--- config.mk ---
export PLATFORM = sky130hd
export DESIGN_NAME = keyed_sorted_queue_unit_flat
export DESIGN_NICKNAME = d
export VERILOG_FILES = /design/src/design/ksq_pkg.sv /design/src/design/ksq_req_if.sv /design/src/design/ksq_rsp_if.sv /design/src/design/ksq_ram.sv /design/src/design/keyed_sorted_queue_unit.sv /design/src/flat_wrapper.sv
export SDC_FILE = /design/constraint.sdc
export NUM_CORES = 2
export LEC_CHECK = 0
export BUFFER_PORTS_ARGS = -buffer_cell sky130_fd_sc_hd__buf_2
export CELL_PAD_IN_SITES_DETAIL_PLACEMENT = 1
export CELL_PAD_IN_SITES_GLOBAL_PLACEMENT = 1
export CORE_MARGIN = 2
export CORE_UTILIZATION = 45
export CTS_CLUSTER_SIZE = 10
export DETAILED_ROUTE_END_ITERATION = 7
export HOLD_SLACK_MARGIN = 0.03
export PLACE_DENSITY = 0.72
export SETUP_SLACK_MARGIN = 0.4
export SYNTH_ARGS = -nofsm -noshare
export SYNTH_HDL_FRONTEND = slang
export SYNTH_SLANG_ARGS = --single-unit
export TNS_END_PERCENT = 50
--- constraint.sdc ---
create_clock -name clk -period 8.5 [get_ports clk]
set_input_delay 1.7 -clock clk [delete_from_list [all_inputs] [get_ports clk]]
set_output_delay 1.7 -clock clk [all_outputs]
set_load 0.02 [all_outputs]
--- src/design/ksq_pkg.sv ---
// ----------------------------------------------------------------------------
// ksq_pkg
// Shared types and constants of the keyed sorted queue.
// ----------------------------------------------------------------------------
package ksq_pkg;

	localparam int unsigned CAPACITY = 16;
	localparam int unsigned IDX_W    = $clog2(CAPACITY);
	localparam int unsigned CNT_W    = $clog2(CAPACITY + 1);
	localparam int unsigned KEY_W    = 32;
	localparam int unsigned PAY_W    = 32;
	localparam int unsigned ENTRY_W  = KEY_W + PAY_W;

	typedef logic [2:0]              cmd_t;
	typedef logic signed [KEY_W-1:0] key_t;
	typedef logic [PAY_W-1:0]        pay_t;
	typedef logic [1:0]              status_t;
	typedef logic [4:0]              count_t;
	typedef logic [IDX_W-1:0]        idx_t;
	typedef logic [CNT_W-1:0]        cnt_t;
	typedef logic [ENTRY_W-1:0]      entry_t;

	localparam cmd_t CMD_APPEND  = 3'd0;
	localparam cmd_t CMD_PREPEND = 3'd1;
	localparam cmd_t CMD_SORTED  = 3'd2;
	localparam cmd_t CMD_POP     = 3'd3;
	localparam cmd_t CMD_SEARCH  = 3'd4;
	localparam cmd_t CMD_REMOVE  = 3'd5;

	localparam status_t ST_OK   = 2'd0;
	localparam status_t ST_MISS = 2'd1;
	localparam status_t ST_FULL = 2'd2;

endpackage

--- src/design/ksq_req_if.sv ---
// ----------------------------------------------------------------------------
// ksq_req_if
// Command channel of the keyed sorted queue: valid/ready with one command item.
// ----------------------------------------------------------------------------
interface ksq_req_if;
	logic          valid;
	logic          ready;
	ksq_pkg::cmd_t command;
	ksq_pkg::key_t key;
	ksq_pkg::pay_t payload;

	modport source (output valid, output command, output key, output payload, input ready);
	modport sink   (input valid, input command, input key, input payload, output ready);
endinterface

--- src/design/ksq_rsp_if.sv ---
// ----------------------------------------------------------------------------
// ksq_rsp_if
// Result channel of the keyed sorted queue: valid/ready with one result item.
// ----------------------------------------------------------------------------
interface ksq_rsp_if;
	logic             valid;
	logic             ready;
	ksq_pkg::status_t status;
	ksq_pkg::pay_t    found_payload;
	ksq_pkg::key_t    found_key;
	ksq_pkg::count_t  entry_count;
	logic             is_empty;

	modport source (output valid, output status, output found_payload, output found_key,
		output entry_count, output is_empty, input ready);
	modport sink   (input valid, input status, input found_payload, input found_key,
		input entry_count, input is_empty, output ready);
endinterface

--- src/design/ksq_ram.sv ---
// ----------------------------------------------------------------------------
// ksq_ram
// Generic simple dual-port RAM: one write port, one read port, registered read.
// ----------------------------------------------------------------------------
module ksq_ram #(
	parameter int unsigned WIDTH = 8,
	parameter int unsigned DEPTH = 16
) (
	input  logic                     clk,
	input  logic                     we,
	input  logic [$clog2(DEPTH)-1:0] waddr,
	input  logic [WIDTH-1:0]         wdata,
	input  logic [$clog2(DEPTH)-1:0] raddr,
	output logic [WIDTH-1:0]         rdata
);

	logic [WIDTH-1:0] mem_q [DEPTH];

	always_ff @(posedge clk) begin
		if (we) begin
			mem_q[waddr] <= wdata;
		end
		rdata <= mem_q[raddr];
	end

endmodule

--- src/design/keyed_sorted_queue_unit.sv ---
// Sequence: an append writes its entry and then loads the result; a command that fails
// at once goes straight to the result. A scan reads and then checks each entry examined,
// a shift reads and then writes each entry moved, and the two together cover the queue
// once for a sorted insert. One item at a time: req.ready is high only in idle, and
// a result waiting in the output register holds the sequencer until it is taken.
// Reset: the queue is empty and no result is pending; entry RAM is not cleared.
// ----------------------------------------------------------------------------
// keyed_sorted_queue_unit
// Bounded ordered queue of (key, payload) entries with sorted insert and key
// search, run by a small sequencer over one entry RAM.
// ----------------------------------------------------------------------------
module keyed_sorted_queue_unit (
	input  logic     clk,
	input  logic     arst_n,
	ksq_req_if.sink  req,
	ksq_rsp_if.source rsp
);

	typedef enum logic [8:0] {
		S_IDLE    = 9'b000000001,
		S_SCAN_RD = 9'b000000010,
		S_SCAN_CK = 9'b000000100,
		S_UP_RD   = 9'b000001000,
		S_UP_WR   = 9'b000010000,
		S_PUT     = 9'b000100000,
		S_DN_RD   = 9'b001000000,
		S_DN_WR   = 9'b010000000,
		S_RESP    = 9'b100000000
	} state_t;

	state_t           state_q;
	ksq_pkg::cmd_t    cmd_q;
	ksq_pkg::key_t    key_q;
	ksq_pkg::pay_t    pay_q;
	ksq_pkg::cnt_t    occ_q;
	ksq_pkg::idx_t    idx_q;
	ksq_pkg::idx_t    pos_q;
	ksq_pkg::status_t st_q;
	ksq_pkg::pay_t    fpay_q;
	ksq_pkg::key_t    fkey_q;

	logic             out_valid_q;
	ksq_pkg::status_t out_status_q;
	ksq_pkg::pay_t    out_pay_q;
	ksq_pkg::key_t    out_key_q;
	ksq_pkg::count_t  out_count_q;
	logic             out_empty_q;

	logic             ram_we;
	ksq_pkg::idx_t    ram_waddr;
	ksq_pkg::idx_t    ram_raddr;
	ksq_pkg::entry_t  ram_wdata;
	ksq_pkg::entry_t  ram_rdata;

	ksq_pkg::key_t    rd_key;
	ksq_pkg::pay_t    rd_pay;
	logic             hit;
	logic             full;
	logic [ksq_pkg::CNT_W:0] idx_p1;
	logic [ksq_pkg::CNT_W:0] idx_p2;
	logic [ksq_pkg::CNT_W:0] occ_x;
	logic             accept;
	logic             resp_load;

	assign rd_key = ram_rdata[ksq_pkg::ENTRY_W-1:ksq_pkg::PAY_W];
	assign rd_pay = ram_rdata[ksq_pkg::PAY_W-1:0];
	assign full   = (occ_q == ksq_pkg::cnt_t'(ksq_pkg::CAPACITY));
	assign idx_p1 = (ksq_pkg::CNT_W + 1)'(idx_q) + (ksq_pkg::CNT_W + 1)'(1);
	assign idx_p2 = (ksq_pkg::CNT_W + 1)'(idx_q) + (ksq_pkg::CNT_W + 1)'(2);
	assign occ_x  = {1'b0, occ_q};
	assign accept = req.valid && req.ready;
	assign resp_load = (state_q == S_RESP) && (!out_valid_q || rsp.ready);

	// The one compare of the scan: head removal stops at the first entry, a
	// sorted insert at the first larger key, a search or a removal at an equal key.
	always_comb begin
		case (cmd_q)
			ksq_pkg::CMD_POP:    hit = 1'b1;
			ksq_pkg::CMD_SORTED: hit = (key_q < rd_key);
			default:             hit = (rd_key == key_q);
		endcase
	end

	always_comb begin
		ram_we    = 1'b0;
		ram_waddr = idx_q;
		ram_wdata = ram_rdata;
		case (state_q)
			S_SCAN_RD: ram_raddr = idx_q;
			S_UP_RD:   ram_raddr = idx_q - ksq_pkg::idx_t'(1);
			S_DN_RD:   ram_raddr = idx_q + ksq_pkg::idx_t'(1);
			default:   ram_raddr = idx_q;
		endcase
		case (state_q)
			S_UP_WR, S_DN_WR: ram_we = 1'b1;
			S_PUT: begin
				ram_we    = 1'b1;
				ram_waddr = pos_q;
				ram_wdata = {(cmd_q == ksq_pkg::CMD_SORTED) ? key_q : ksq_pkg::key_t'(0), pay_q};
			end
			default: ram_we = 1'b0;
		endcase
	end

	ksq_ram #(
		.WIDTH(ksq_pkg::ENTRY_W),
		.DEPTH(ksq_pkg::CAPACITY)
	) u_entries (
		.clk   (clk),
		.we    (ram_we),
		.waddr (ram_waddr),
		.wdata (ram_wdata),
		.raddr (ram_raddr),
		.rdata (ram_rdata)
	);

	always_ff @(posedge clk or negedge arst_n) begin
		if (!arst_n) begin
			out_valid_q <= 1'b0;
		end else if (resp_load) begin
			out_valid_q <= 1'b1;
		end else if (rsp.ready) begin
			out_valid_q <= 1'b0;
		end
	end

	always_ff @(posedge clk or negedge arst_n) begin
		if (!arst_n) begin
			state_q     <= S_IDLE;
			occ_q       <= '0;
		end else begin
			case (state_q)
				S_IDLE: begin
					if (accept) begin
						cmd_q  <= req.command;
						key_q  <= req.key;
						pay_q  <= req.payload;
						st_q   <= ksq_pkg::ST_OK;
						fpay_q <= '0;
						fkey_q <= '0;
						idx_q  <= '0;
						case (req.command)
							ksq_pkg::CMD_APPEND, ksq_pkg::CMD_PREPEND,
							ksq_pkg::CMD_SORTED: begin
								if (full) begin
									st_q    <= ksq_pkg::ST_FULL;
									state_q <= S_RESP;
								end else if (req.command == ksq_pkg::CMD_APPEND) begin
									pos_q   <= occ_q[ksq_pkg::IDX_W-1:0];
									state_q <= S_PUT;
								end else if (req.command == ksq_pkg::CMD_PREPEND) begin
									pos_q   <= '0;
									idx_q   <= occ_q[ksq_pkg::IDX_W-1:0];
									state_q <= (occ_q == '0) ? S_PUT : S_UP_RD;
								end else if (occ_q == '0) begin
									pos_q   <= '0;
									state_q <= S_PUT;
								end else begin
									state_q <= S_SCAN_RD;
								end
							end
							ksq_pkg::CMD_POP, ksq_pkg::CMD_SEARCH,
							ksq_pkg::CMD_REMOVE: begin
								if (occ_q == '0) begin
									st_q    <= ksq_pkg::ST_MISS;
									state_q <= S_RESP;
								end else begin
									state_q <= S_SCAN_RD;
								end
							end
							default: begin
								st_q    <= ksq_pkg::ST_MISS;
								state_q <= S_RESP;
							end
						endcase
					end
				end
				S_SCAN_RD: state_q <= S_SCAN_CK;
				S_SCAN_CK: begin
					if (hit) begin
						pos_q <= idx_q;
						if (cmd_q == ksq_pkg::CMD_SORTED) begin
							// Make room from the tail down to the insert point.
							idx_q   <= occ_q[ksq_pkg::IDX_W-1:0];
							state_q <= S_UP_RD;
						end else begin
							fpay_q <= rd_pay;
							if (cmd_q == ksq_pkg::CMD_POP) begin
								fkey_q <= rd_key;
							end
							if (cmd_q == ksq_pkg::CMD_SEARCH) begin
								state_q <= S_RESP;
							end else if (idx_p1 < occ_x) begin
								state_q <= S_DN_RD;
							end else begin
								occ_q   <= occ_q - ksq_pkg::cnt_t'(1);
								state_q <= S_RESP;
							end
						end
					end else if (idx_p1 == occ_x) begin
						if (cmd_q == ksq_pkg::CMD_SORTED) begin
							pos_q   <= occ_q[ksq_pkg::IDX_W-1:0];
							state_q <= S_PUT;
						end else begin
							st_q    <= ksq_pkg::ST_MISS;
							state_q <= S_RESP;
						end
					end else begin
						idx_q   <= idx_q + ksq_pkg::idx_t'(1);
						state_q <= S_SCAN_RD;
					end
				end
				S_UP_RD: state_q <= S_UP_WR;
				S_UP_WR: begin
					if (idx_q - ksq_pkg::idx_t'(1) == pos_q) begin
						state_q <= S_PUT;
					end else begin
						idx_q   <= idx_q - ksq_pkg::idx_t'(1);
						state_q <= S_UP_RD;
					end
				end
				S_PUT: begin
					occ_q   <= occ_q + ksq_pkg::cnt_t'(1);
					state_q <= S_RESP;
				end
				S_DN_RD: state_q <= S_DN_WR;
				S_DN_WR: begin
					if (idx_p2 >= occ_x) begin
						occ_q   <= occ_q - ksq_pkg::cnt_t'(1);
						state_q <= S_RESP;
					end else begin
						idx_q   <= idx_q + ksq_pkg::idx_t'(1);
						state_q <= S_DN_RD;
					end
				end
				S_RESP: begin
					if (resp_load) begin
						out_status_q <= st_q;
						out_pay_q    <= fpay_q;
						out_key_q    <= fkey_q;
						out_count_q  <= ksq_pkg::count_t'(occ_q);
						out_empty_q  <= (occ_q == '0);
						state_q      <= S_IDLE;
					end
				end
				default: state_q <= S_IDLE;
			endcase
		end
	end

	assign req.ready         = (state_q == S_IDLE);
	assign rsp.valid         = out_valid_q;
	assign rsp.status        = out_status_q;
	assign rsp.found_payload = out_pay_q;
	assign rsp.found_key     = out_key_q;
	assign rsp.entry_count   = out_count_q;
	assign rsp.is_empty      = out_empty_q;

	a_occ_bound: assert property (@(posedge clk) disable iff (!arst_n)
		occ_q <= ksq_pkg::cnt_t'(ksq_pkg::CAPACITY))
		else $error("entry count exceeds capacity");

	a_one_at_a_time: assert property (@(posedge clk) disable iff (!arst_n)
		accept |=> !req.ready)
		else $error("new item taken while one is in progress");

	a_put_in_range: assert property (@(posedge clk) disable iff (!arst_n)
		(state_q == S_PUT) |-> ((ksq_pkg::CNT_W + 1)'(pos_q) <= occ_x) && !full)
		else $error("insert position beyond tail or into a full queue");

	a_full_no_data: assert property (@(posedge clk) disable iff (!arst_n)
		(rsp.valid && rsp.status == ksq_pkg::ST_FULL) |->
		(rsp.found_payload == '0 && rsp.found_key == '0))
		else $error("dropped insert reports entry data");

	a_resp_holds_count: assert property (@(posedge clk) disable iff (!arst_n)
		(state_q == S_RESP && $past(state_q) == S_RESP) |-> $stable(occ_q))
		else $error("entry count moved while result waits");

endmodule
--- src/flat_wrapper.sv ---
// flat-port wrapper written by rule: the top's interface ports become plain ports
module keyed_sorted_queue_unit_flat 
  (clk, arst_n, req_valid, req_command, req_key, req_payload, req_ready, rsp_valid, rsp_status, rsp_found_payload, rsp_found_key, rsp_entry_count, rsp_is_empty, rsp_ready);
  ksq_req_if req_i ();
  ksq_rsp_if rsp_i ();
  input  logic clk;
  input  logic arst_n;
  input wire logic [$bits(req_i.valid)-1:0] req_valid;
  input wire logic [$bits(req_i.command)-1:0] req_command;
  input wire logic [$bits(req_i.key)-1:0] req_key;
  input wire logic [$bits(req_i.payload)-1:0] req_payload;
  output wire logic [$bits(req_i.ready)-1:0] req_ready;
  output wire logic [$bits(rsp_i.valid)-1:0] rsp_valid;
  output wire logic [$bits(rsp_i.status)-1:0] rsp_status;
  output wire logic [$bits(rsp_i.found_payload)-1:0] rsp_found_payload;
  output wire logic [$bits(rsp_i.found_key)-1:0] rsp_found_key;
  output wire logic [$bits(rsp_i.entry_count)-1:0] rsp_entry_count;
  output wire logic [$bits(rsp_i.is_empty)-1:0] rsp_is_empty;
  input wire logic [$bits(rsp_i.ready)-1:0] rsp_ready;
  assign req_i.valid = req_valid;
  assign req_i.command = req_command;
  assign req_i.key = req_key;
  assign req_i.payload = req_payload;
  assign req_ready = req_i.ready;
  assign rsp_valid = rsp_i.valid;
  assign rsp_status = rsp_i.status;
  assign rsp_found_payload = rsp_i.found_payload;
  assign rsp_found_key = rsp_i.found_key;
  assign rsp_entry_count = rsp_i.entry_count;
  assign rsp_is_empty = rsp_i.is_empty;
  assign rsp_i.ready = rsp_ready;
  keyed_sorted_queue_unit u_core (.clk(clk), .arst_n(arst_n), .req(req_i), .rsp(rsp_i));
endmodule
==> impl_results.md <==
- Outcome: complete, no violations
- Fin util: 0.517
- Net Count, Synth: 2555
- Synth unique cells: 64
- Sinks on the clock net: 1316
- Pwr Density: 343 nW/um2
- DP HPWL: 64400 um
- Final Max Slew Viols: 0
- Max-Cap Viols: 0
- Fmax: 0.216 GHz
- CP startpoint kind: flip-flop
- Top FF cell, synth: edfxtp_1
- ANT cells: 0
- WL/cell: 28.3 um
- Worst r2r path cells: 9
- RSZ-0062 raised after global routing: false
- CTS resizes: 0
- Nets@finish: 2819
- Hold buffer count at CTS: 0
- Hold Crit Class: reg2reg
- EDFF count, synth: 1237
- Max_slew headroom: 0.121
- Clock latency on the worst-skew pair: 750 ps
- # DRC: 0
- Seq/Total Area, Yosys: 0.765
- Period utilization: 0.543
- Die footprint: 115000 um2
- First-pass GRT wire length: 180000 um
- Final hold vios: 0
- Share of layout cells above drive strength 1: 0.254
- Ys async rst share: 0.0114
- Routed wire length: 122000 um
- Gr usage total: 0.213
- Die height: 340 um
- DR pass1 iterations: 5
- Worst Hold Depth: 0
- Syn avg cell area: 20.9 um2
- TritonCTS clock tree: yes
- Clock slew at reported path FFs: 60 ps
- Endpoints failing setup: 0
- Vias in the first global route: 26699
- WP data required: 6800 ps
- Initial antenna violation count: 2
- Synthesized area: 50700 um2
- Total power: 19.9 mW
- Htree depth: 4
- Via count: 24708
- Source of the critical timing path: u_core.state_q[5]$_DFFE_PN0P_
- Reg2reg start: u_core.state_q[2]$_DFFE_PN0P_
- Setup bufs post-CTS: 0
- Die Width: 340 um
- Post-synthesis register bit count: 1316
- Top-level I/O count: 145
- Total global routing overflow: 0
- Setup tns final: 0 ps
- HP Start: u_core.fpay_q[10]$_SDFFCE_PN0P_
- RePlAce Congestion: 0.805
- # port buffers: 144
- Leak: 19.5 nW
- Clock Skews: 22.9 ps
- Via density: 5.74
- Most common cell after layout, fill and taps aside: edfxtp_1
- WP data arrival: 2920 ps
- Crit end category: primary output
- Fill cells: 9962
- Slew @ Worst Pin: 1320 ps
- Core footprint: 112000 um2
- Area Overhead vs Synth: 14.3%
- Largest net degree at the start of global routing: 180
- Max Root-Sink Buffers: 3
- Root Driver: clkbuf_16
- Most frequent cells in the layout: 1237 x edfxtp_1, 256 x mux4_2, 198 x mux2i_1
- Mapped Cells: 2433
- Worst vdd ir: 0.326 mV
- Starting DRT DRC Count: 2427
- CTS buffer count: 152
- # rows: 123
- Starting Density: 0.452
- Final ANT Viol Nets: 0
- Critical path class: reg2out
- YS warnings: 0
- CP max FO: 9
- Final worst path period need: 4620 ps
-- synth_stat cells (all sizes together) (9+ instances only) --
cell,count,area share
dfxtp,64,0.025
dfrtp,14,0.0069
nand4,10,0.0012
a31oi,10,0.0012
o21ai,49,0.0048
mux4,256,0.11
edfxtp,1237,0.73
clkbuf,33,0.0024
xor2,9,0.0016
inv,48,0.0036
buf,77,0.0099
mux2,33,0.0073
ha,50,0.012
nand2,87,0.0064
a21oi,23,0.0023
mux2i,199,0.039
nor2,73,0.0054
and2,36,0.0044
xnor2,10,0.0020
a21o,11,0.0016
-- through the flow --
step	cell area, um2	hold slack (ps)	cells	setup WS [ps]
3_3_place_gp	53600	400	4043	4200
5_1_grt	58000	416	4304	3720
3_5_place_dp	53600	406	4043	4080
6_report	58000	406	4304	3880
2_1_floorplan	50700	400	2433	3590
4_1_cts	58000	404	4304	3860
-- layout make-up --
type | instances | area [um2] | share of cell area
sequential | 1316 | 38800 | 0.669
multi-input combinational | 959 | 11400 | 0.196
clock buffer | 249 | 4340 | 0.0748
tap | 1500 | 1880 | 0.0324
timing repair buffer | 220 | 1340 | 0.0231
inverter | 48 | 180 | 0.00311
clock inverter | 12 | 125 | 0.00216
-- power by group --
group	leakage (nW)	switching, mW	internal, mW
clock	2.13	2.44	3.46
combinational	5.49	3.08	2.22
sequential	11.9	0.295	8.38
total	19.5	5.82	14.1
-- path summary, 6_finish.rpt --
| path | endpoint | slack (ps) |
|---|---|---|
| min | u_core.rsp.found_payload[10]$_DFFE_PP_ | 410 |
| max | req_ready | 3880 |
| min in group asynchronous | u_core.state_q[2]$_DFFE_PN0P_ | 890 |
| min reg2reg | u_core.rsp.found_payload[10]$_DFFE_PP_ | 410 |
| max in group asynchronous | u_core.state_q[0]$_DFFE_PN1P_ | 7280 |
| max reg2reg | u_core.u_entries.rdata[22]$_DFF_P_ | 4100 |
-- per-layer routing --
| metal | track usage | up-vias | routed length, um | part of all wire |
|---|---|---|---|---|
| li1 | - | 10432 | - | - |
| met3 | 0.0359 | 217 | 7360 | 0.061 |
| met1 | 0.292 | 13141 | 50800 | 0.42 |
| met4 | 0.0761 | 0 | 3470 | 0.028 |
| met5 | 0 | - | 0 | 0 |
| met2 | 0.348 | 918 | 60000 | 0.49 |
-- flip-flops by register name (all words and copies together) (netlist names), 4 cells and up --
name	cells
u_core.fpay_q	32
u_core.rsp.found_key	32
u_core.occ_q	5
u_core.idx_q	4
u_core.u_entries.mem_q	1024
u_core.u_entries.rdata	64
u_core.rsp.found_payload	32
u_core.fkey_q	32
u_core.rsp.entry_count	5
u_core.pos_q	4
u_core.state_q	9
u_core.pay_q	32
u_core.key_q	32
-- worst max-delay path, cell delays in order (launching register included) --
cell	delay, ps
dfrtp_1	510
nor4_1	780
nand4b_1	420
inv_1	260
buf_2	200
-- cells by family (layout without fill, tap and decap cells) --
| logic type | Yosys count | count (layout) | synth area share |
|---|---|---|---|
| AOI/OAI and AO/OA | 133 | 133 | 0.0165 |
| xor gates and xnor gates | 19 | 19 | 0.00358 |
| adders and majority gates | 51 | 51 | 0.0127 |
| buffers and inverters | 158 | 529 | 0.0159 |
| DFF | 1316 | 1316 | 0.765 |
| muxes | 488 | 488 | 0.160 |
| and+or+nand+nor | 268 | 268 | 0.0264 |
No activity file was read; power rests on OpenSTA's default activity.
